===== src/sv/btlv_pkg.sv =====
`timescale 1ns / 1ps

package btlv_pkg;

    // Accumulator widths; the result ports carry the low 32 bits.
    localparam int TAG_BITS    = 32;
    localparam int LENGTH_BITS = 32;
    localparam int OUT_BITS    = 32;

    localparam logic [1:0] KIND_TAG    = 2'd0;
    localparam logic [1:0] KIND_LENGTH = 2'd1;
    localparam logic [1:0] KIND_VALUE  = 2'd2;
    localparam logic [1:0] KIND_REST   = 2'd3;

    localparam logic [2:0] PH_TAG_FIRST = 3'd0;
    localparam logic [2:0] PH_TAG_MORE  = 3'd1;
    localparam logic [2:0] PH_LEN_FIRST = 3'd2;
    localparam logic [2:0] PH_LEN_MORE  = 3'd3;
    localparam logic [2:0] PH_VALUE     = 3'd4;
    localparam logic [2:0] PH_REST      = 3'd5;

    typedef struct packed {
        logic [7:0]          byte_out;
        logic [1:0]          kind;
        logic [OUT_BITS-1:0] tag_value;
        logic [OUT_BITS-1:0] value_length;
        logic                header_done;
        logic                error;
        logic                last_out;
    } t_result;

endpackage


===== src/sv/ber_tlv_decoder_core.sv =====
`timescale 1ns / 1ps

// BER-TLV header decoder. Feed the encoded buffer one byte per beat, with
// i_last high on its final byte; every input beat yields exactly one result
// beat that labels the byte as tag, length, value or rest and carries the tag
// and length decoded so far. The block takes one byte per clock while
// o_in_stall is low: the state update is a single step of logic from the
// parser registers, and each result is registered. A two-entry output (result
// register plus skid register) keeps accepting while a result waits, so
// o_in_stall rises only once both entries are full. o_error is meaningful on
// the last byte only: it flags a truncated header or value bytes still owed.
// After the last byte the parser returns to its reset state for a new buffer.
module ber_tlv_decoder_core (
    input  logic                      i_clk,
    input  logic                      i_rst_n,
    input  logic                      i_in_valid,
    output logic                      o_in_stall,
    input  logic [7:0]                i_data_byte,
    input  logic                      i_last,
    output logic                      o_out_valid,
    input  logic                      i_out_stall,
    output logic [7:0]                o_byte_out,
    output logic [1:0]                o_kind,
    output logic [btlv_pkg::OUT_BITS-1:0] o_tag_value,
    output logic [btlv_pkg::OUT_BITS-1:0] o_value_length,
    output logic                      o_header_done,
    output logic                      o_error,
    output logic                      o_last_out
);
    import btlv_pkg::*;

    logic [2:0]             r_phase,      n_phase;
    logic [TAG_BITS-1:0]    r_tag,        n_tag;
    logic [LENGTH_BITS-1:0] r_length,     n_length;
    logic [6:0]             r_len_left,   n_len_left;
    logic [LENGTH_BITS-1:0] r_value_left, n_value_left;

    t_result r_out, r_skid, n_result;
    logic    r_out_valid, r_skid_valid;

    logic                   in_accept;
    logic                   out_take;
    logic [1:0]             kind;
    logic                   done;
    logic                   err;
    logic [6:0]             len_left_dec;
    logic [LENGTH_BITS-1:0] len_shifted;
    logic [63:0]            tag_wide;
    logic [63:0]            length_wide;

    assign in_accept  = i_in_valid && !r_skid_valid;
    assign out_take   = r_out_valid && !i_out_stall;
    assign o_in_stall = r_skid_valid;

    assign len_left_dec = r_len_left - 7'd1;
    assign len_shifted  = (r_length << 8) | LENGTH_BITS'(i_data_byte);

    always_comb begin
        n_phase      = r_phase;
        n_tag        = r_tag;
        n_length     = r_length;
        n_len_left   = r_len_left;
        n_value_left = r_value_left;
        kind         = KIND_REST;
        unique case (r_phase)
            PH_TAG_FIRST: begin
                kind     = KIND_TAG;
                n_tag    = TAG_BITS'(i_data_byte);
                n_length = '0;
                n_phase  = (i_data_byte[4:0] == 5'h1F) ? PH_TAG_MORE : PH_LEN_FIRST;
            end
            PH_TAG_MORE: begin
                kind  = KIND_TAG;
                n_tag = (r_tag << 8) | TAG_BITS'(i_data_byte);
                if (!i_data_byte[7]) begin
                    n_phase = PH_LEN_FIRST;
                end
            end
            PH_LEN_FIRST: begin
                kind = KIND_LENGTH;
                if (!i_data_byte[7]) begin
                    n_length     = LENGTH_BITS'(i_data_byte);
                    n_value_left = LENGTH_BITS'(i_data_byte);
                    n_phase      = (i_data_byte != 8'd0) ? PH_VALUE : PH_REST;
                end else begin
                    n_length   = '0;
                    n_len_left = i_data_byte[6:0];
                    if (i_data_byte[6:0] == 7'd0) begin
                        // Indefinite form: no length bytes, length zero.
                        n_value_left = '0;
                        n_phase      = PH_REST;
                    end else begin
                        n_phase = PH_LEN_MORE;
                    end
                end
            end
            PH_LEN_MORE: begin
                kind       = KIND_LENGTH;
                n_length   = len_shifted;
                n_len_left = len_left_dec;
                if (len_left_dec == 7'd0) begin
                    n_value_left = len_shifted;
                    n_phase      = (len_shifted != '0) ? PH_VALUE : PH_REST;
                end
            end
            PH_VALUE: begin
                kind = KIND_VALUE;
                if (r_value_left != '0) begin
                    n_value_left = r_value_left - LENGTH_BITS'(1);
                end
                if (n_value_left == '0) begin
                    n_phase = PH_REST;
                end
            end
            default: begin
                kind    = KIND_REST;
                n_phase = PH_REST;
            end
        endcase

        done = (n_phase == PH_VALUE) || (n_phase == PH_REST);
        err  = i_last && (!done || ((n_phase == PH_VALUE) && (n_value_left != '0)));

        tag_wide    = 64'(n_tag);
        length_wide = 64'(n_length);

        n_result.byte_out     = i_data_byte;
        n_result.kind         = kind;
        n_result.tag_value    = tag_wide[OUT_BITS-1:0];
        n_result.value_length = length_wide[OUT_BITS-1:0];
        n_result.header_done  = done;
        n_result.error        = err;
        n_result.last_out     = i_last;
    end

    // Parser state; the end of a buffer returns it to the reset state.
    always_ff @(posedge i_clk) begin
        if (!i_rst_n || (in_accept && i_last)) begin
            r_phase      <= PH_TAG_FIRST;
            r_tag        <= '0;
            r_length     <= '0;
            r_len_left   <= '0;
            r_value_left <= '0;
        end else if (in_accept) begin
            r_phase      <= n_phase;
            r_tag        <= n_tag;
            r_length     <= n_length;
            r_len_left   <= n_len_left;
            r_value_left <= n_value_left;
        end
    end

    // Output register with a skid entry behind it.
    always_ff @(posedge i_clk) begin
        if (!i_rst_n) begin
            r_out_valid  <= 1'b0;
            r_skid_valid <= 1'b0;
        end else if (out_take || !r_out_valid) begin
            r_out_valid  <= r_skid_valid || in_accept;
            r_skid_valid <= 1'b0;
        end else if (in_accept) begin
            r_skid_valid <= 1'b1;
        end
    end

    always_ff @(posedge i_clk) begin
        if (out_take || !r_out_valid) begin
            r_out <= r_skid_valid ? r_skid : n_result;
        end
        if (in_accept) begin
            r_skid <= n_result;
        end
    end

    assign o_out_valid    = r_out_valid;
    assign o_byte_out     = r_out.byte_out;
    assign o_kind         = r_out.kind;
    assign o_tag_value    = r_out.tag_value;
    assign o_value_length = r_out.value_length;
    assign o_header_done  = r_out.header_done;
    assign o_error        = r_out.error;
    assign o_last_out     = r_out.last_out;

`ifndef SYNTH
    a_skid_behind_out: assert property (@(posedge i_clk) disable iff (!i_rst_n)
        r_skid_valid |-> r_out_valid)
        else $error("skid entry holds a beat while the output register is empty");

    a_last_resets: assert property (@(posedge i_clk) disable iff (!i_rst_n)
        (in_accept && i_last) |=> (r_phase == PH_TAG_FIRST))
        else $error("parser did not restart after the last byte");

    a_value_owed: assert property (@(posedge i_clk) disable iff (!i_rst_n)
        (r_phase == PH_VALUE) |-> (r_value_left != '0))
        else $error("value phase with no value bytes owed");

    a_error_on_last: assert property (@(posedge i_clk) disable iff (!i_rst_n)
        (o_out_valid && o_error) |-> o_last_out)
        else $error("error flagged on a byte that is not the last");
`endif

endmodule


===== config.mk =====
export PLATFORM = sky130hd
export DESIGN_NAME = ber_tlv_decoder_core
export DESIGN_NICKNAME = d
export VERILOG_FILES = /design/src/sv/btlv_pkg.sv /design/src/sv/ber_tlv_decoder_core.sv
export SDC_FILE = /design/constraint.sdc
export NUM_CORES = 1
export LEC_CHECK = 0
export ABC_AREA = 1
export ABC_CLOCK_PERIOD_IN_PS = 7900
export BUFFER_PORTS_ARGS = -buffer_cell sky130_fd_sc_hd__buf_2
export CAP_MARGIN = 20
export CORE_ASPECT_RATIO = 1.5
export CORE_MARGIN = 2
export CORE_UTILIZATION = 35
export CTS_CLUSTER_SIZE = 24
export DETAILED_ROUTE_END_ITERATION = 7
export PLACE_DENSITY_LB_ADDON = 0.05
export SETUP_SLACK_MARGIN = 0.02
export SYNTH_ARGS = -nofsm -noshare
export SYNTH_HDL_FRONTEND = slang
export SYNTH_SLANG_ARGS = --single-unit
export TNS_END_PERCENT = 1

===== constraint.sdc =====
create_clock -name i_clk -period 7.9 [get_ports i_clk]
set_input_delay 0.79 -clock i_clk [delete_from_list [all_inputs] [get_ports i_clk]]
set_output_delay 0.79 -clock i_clk [all_outputs]
set_load 0.02 [all_outputs]

# Word-level counts from Yosys, hierarchy flattened
# Cells that the tools add are included.
# W data, S select, Z words.
# totals
ff_bits	262
in_bits	13
out_inout_bits	79
word_cells	84
# op_classes
n_addsub	2
n_eq_ne	8
mux	22
n_bitwise	3
n_reduce_logical	28
# ops
op	n
$pmux W32 S3	2
$mux W32	5
$reduce_bool A32 Y1	3
$mux W77	1
$or A32 B8 Y32	2
$pmux W32 S2	1
$logic_not A32 Y1	1
$sub A32 B1 Y32 const B	1
$mux W3	5
$pmux W3 S5	1
$logic_not A7 Y1	2
$mux W7	2
$pmux W7 S2	1
$eq A3 B3 Y1 const B	3
$reduce_bool A8 Y1	1
$sub A7 B1 Y7 const B	1
$eq A3 B2 Y1 const B	2
$pmux W2 S3	1
$reduce_or A2 Y1	3
$eq A5 B5 Y1 const B	1
$logic_and A1 B1 Y1	5
$logic_not A1 Y1	5
$logic_or A1 B1 Y1	5
$eq A3 B1 Y1 const B	1
other kinds (7)	8

# Depth between registers and ports, before layout
# depth
depth_word	12
depth_mapped	19
depth_no_buf	19

# Least setup slack after synthesis
# Ideal clock, no wire load.
# synth_timing
path_kind	input port to flip-flop
startpoint	input i_in_valid
endpoint	register r_skid[0] (netlist bit) (enable)
setup_time_ps	471
arrival_time_ps	3546
required_ps	7429
path_slack_ps	3883
stages	4
path_buffers	2
cell_sequence	inv_1 -> nor2_1 -> clkbuf_1 -> clkbuf_1
# synth_via
elab_chain_cells	1
# synth_lines
element	line_no	rtl
start: declaration	ber_tlv_decoder_core.sv:16	input logic i_in_valid,
$logic_and A1 B1 Y1	ber_tlv_decoder_core.sv:51	assign in_accept = i_in_valid && !r_skid_valid;
named net in_accept	ber_tlv_decoder_core.sv:41	logic in_accept;
end signal: assignment	ber_tlv_decoder_core.sv:171	r_skid <= n_result;
end: declaration	ber_tlv_decoder_core.sv:38	t_result r_out, r_skid, n_result;
# The timed path passes the listed nets, and every way through them passes these cells.
# A chain may end at the register's enable or synchronous reset.

# Worst setup path in the final report
# layout_timing
startpoint	register r_value_left[0]
endpoint	register r_out, in the netlist o_error, data pin
# layout_via
elab_chain_cells	12
elab_cells_between_ends	20
cone_classes	1 x add/sub; 2 x eq/ne; 9 x mux; 8 x reduce/logical
# layout_lines
element	line_no	rtl
start: declaration	ber_tlv_decoder_core.sv:36	logic [LENGTH_BITS-1:0] r_value_left, n_value_left;
start signal: assignment	ber_tlv_decoder_core.sv:149	r_value_left <= n_value_left;
$sub A32 B1 Y32 or $reduce_bool A32 Y1 (tied branches)	ber_tlv_decoder_core.sv:109, ber_tlv_decoder_core.sv:108	
$mux W32	ber_tlv_decoder_core.sv:108	if (r_value_left != '0) begin
$mux W32	ber_tlv_decoder_core.sv:65	unique case (r_phase)
$logic_not A32 Y1	ber_tlv_decoder_core.sv:111	if (n_value_left == '0) begin
$mux W3	ber_tlv_decoder_core.sv:111	
$pmux W3 S5	ber_tlv_decoder_core.sv:65	
$eq A3 B3 Y1 (on tied branches)	ber_tlv_decoder_core.sv:121, ber_tlv_decoder_core.sv:122	
$logic_or A1 B1 Y1	ber_tlv_decoder_core.sv:121	done = (n_phase == PH_VALUE) || (n_phase == PH_REST);
$logic_not A1 Y1	ber_tlv_decoder_core.sv:122	err = i_last && (!done || ((n_phase == PH_VALUE) && (n_value_left != '0)));
$logic_or A1 B1 Y1 *	ber_tlv_decoder_core.sv:122	
$logic_and A1 B1 Y1 *	ber_tlv_decoder_core.sv:122	
$mux W77 *	ber_tlv_decoder_core.sv:168	r_out <= r_skid_valid ? r_skid : n_result;
end signal: assignment	ber_tlv_decoder_core.sv:168	
end: declaration	ber_tlv_decoder_core.sv:38	
# Mark *: on every way between the ends. The rest lies on a longest branch, timed or not. The select of a mux whose other input is x is not followed.

==> impl_metrics.ini <==
[logic_synthesis]
synth_nets = 1483
ys_ff_latch = 262
synth_cell_type_count = 42
syn_inst = 1467
synth_edf_count = 154
synth_ff_type = edfxtp_1
synth_area_sq_um = 12400
synth_top_area_cell = edfxtp_1
synthArstFlopShare_pct = 0
yosys_warnings = 0
synth_top_area_share_pct = 37.3
synth_area_leaders = edfxtp_1, dfxtp_1, nand2_1
synth_area_per_cell_sq_um = 8.46
seq_area_frac_synth_pct = 54.7

[critical_path]
r2r-start = r_value_left[0]
cp-start-kind = register
end_kind = register
cp_common_cell = nand2_1
arrival_ps = 3380
path_class = register to register
slowest_delay_ps = 580
path_max_fanout = 7
path_buf_inv = 2
path_cells = inv_1, ha_1, inv_1, nor2_1, nand2_1, nor2_1, xor2_1, nand2_1, nand4_1, nor2_1, nand3_1, nand2_2, nand2_1, nand3_1, nand2_1
cp-startpoint = r_value_left[0]
critPathRequiredTime_ps = 8200
cp_top_family = simple AND/OR/NAND/NOR gates
cp_slowest_cell = nor2_1

[clocking]
postCtsSetupRepairBufs = 0
clock_latency_ps = 550
cts_hold_buf = 0
cts_tree = done
root_buffer = clkbuf_16
cts_max_level = 1
clk_pin_slew_worst_paths_ps = 60
cts.sinks = 262
ctsResizeCount = 0
numCtsBuffers = 28
clockBufferDepth = 3

[detailed_routing]
drtIter0Drc = 624
vias_per_cell = 5.00
drc = 0
ant_nets = 0
wirelength_um = 36500
vias = 10114
routedWlPerCell_um = 18.0
drtPass1Iterations = 5

[final_layout]
fillers = 3653
area_growth_pct = 14.0
n_antenna_cell = 0
nets = 1542
stdcell_area_sq_um = 14100
drive_gt1_share_pct = 12.1
final_util_pct = 40.4

[timing]
fin_worst_skew_ps = 18.1
fin_crit_ps = 3080
finalSetupTns_ps = 0
setup-violations-final = 0
slew_headroom_pct = 34.1
rsz0062_at_grt = false
hold_viol = 0
worst_pin_slew_ps = 987
min_period_over_period_pct = 39.0
maxSlewViolCount = 0
max_freq_mhz = 325

[run]
maxCapViolations = 0

[power]
power.leakage_uw = 0.00638
net-switching-power_uw = 940
power.share.clock_pct = 37.6
ir_drop_v = 0.000122
pwr-share-seq_pct = 47.4
switching_share_pct = 28.1
p_per_area_nw_per_um2 = 237
p_comb_share_pct = 15.0
power.internal_uw = 2400

[floorplan]
die_area_sq_um = 37000
core-area_sq_um = 35000
dieWidth_um = 158
pin_count = 92
die_h_um = 235
row_count = 84
initial_core_util_pct = 35.4

[global_route]
grt_pass1_wl_um = 56400
grtUsageTotal_pct = 19.8
grt_use_met2_pct = 36.6
grt_util_met1_pct = 23.8
grt_max_degree = 101
antenna_found_initial = 0
grt_busiest_layer = met2
grt-ovfl-total = 0
first_global_vias = 9781
gr-usage-met3_pct = 2.01

[min_path]
min_from = i_last
hold_path_class = input port to register

[place]
port_buffers = 91
detailed_place_hpwl_um = 25600
place_area_sq_um = 13300
routabilityCongestion = 0.900

[run_status]
outcome = finished clean
synthesized netlist by cell type, drive strengths merged, types with 6 or more instances:
cell type  number
o211ai          7
a31oi           8
nand3          44
o32ai           7
a221oi          6
clkbuf         58
nor4            6
buf            14
o22ai          69
dfxtp         108
nand2         337
nor2          116
o21ai         136
o221ai          8
nor3           10
edfxtp        154
xor2           14
nand4          12
a21oi         105
o31ai           6
inv           224
stage by stage:
stage	power (uW)	worst slack (ps)	std cells	hold slack (ps)
3_5_place_dp	2120	4460	1969	503
5_1_grt	3500	4670	2021	466
3_3_place_gp	2120	4500	1969	500
2_1_floorplan	1950	3880	1467	495
4_1_cts	3390	4820	2021	455
6_report	3340	4820	2021	479
sequential cells by signal, summed over array words and instances, names as in the netlist, 3 cells and up:
name            cells
r_tag              32
r_len_left          7
r_skid             77
r_phase             3
o_byte_out          8
o_value_length     32
r_length           32
r_value_left       32
o_tag_value        32
power groups by stage:
stage          sequential, uW  combinational (uW)  clock, uW
6_report                 1590                 500       1260
5_1_grt                  1600                 559       1350
4_1_cts                  1590                 505       1300
3_5_place_dp             1620                 504          0
3_3_place_gp             1610                 501          0
2_1_floorplan            1650                 300          0
cells by family after synthesis:
logic type | count (synthesis) | synth area share, %
AOI/OAI and AO/OA | 358 | 16.3
xor gates and xnor gates | 17 | 1.20
adders and majority gates | 3 | 0.303
buffers and inverters | 299 | 9.24
DFF | 262 | 54.7
and+or+nand+nor | 528 | 18.3
final cells by class:
class | count | area (sq um) | area share, %
inverter | 227 | 857 | 6.06
timing repair buffer | 101 | 531 | 3.75
clock buffer | 43 | 798 | 5.65
multi-input combinational | 906 | 4500 | 31.9
clock inverter | 9 | 68.8 | 0.487
tap | 473 | 592 | 4.19
sequential | 262 | 6790 | 48.0
metal layers:
layer,vias to the layer above,routed length [um]
li1,5039,-
met1,4796,14700
met2,221,19400
met3,58,1280
met4,0,1140
met5,-,0
cells in the final DEF (no fill, tap or decap), drive strengths merged, types with 14 or more instances in the layout:
| cell | instances |
|---|---|
| inv | 224 |
| xor2 | 14 |
| nor2 | 116 |
| buf | 101 |
| o21ai | 136 |
| nand2 | 337 |
| edfxtp | 154 |
| nand3 | 44 |
| a21oi | 105 |
| o22ai | 69 |
| dfxtp | 108 |
| clkbuf | 43 |
worst register-to-register path: stages (launching register included):
cell and delay (ps):
dfxtp_1 310, inv_1 200, ha_1 340, inv_1 70, nor2_1 580, nand2_1 220, nor2_1 180, xor2_1 80
nand2_1 80, nand4_1 90, nor2_1 190, nand3_1 130, nand2_2 150, nand2_1 70, nand3_1 60, nand2_1 70
worst paths after layout:
| path | endpoint | slack (ps) | cells past startpoint |
|---|---|---|---|
| worst max register to register | o_error | 4820 | 15 |
| worst min register to register | o_out_valid | 510 | 2 |
| worst min-delay path | r_skid[0] | 480 | 1 |
| worst max-delay path | o_error | 4820 | 15 |
No activity file was read; power rests on OpenSTA's default activity.
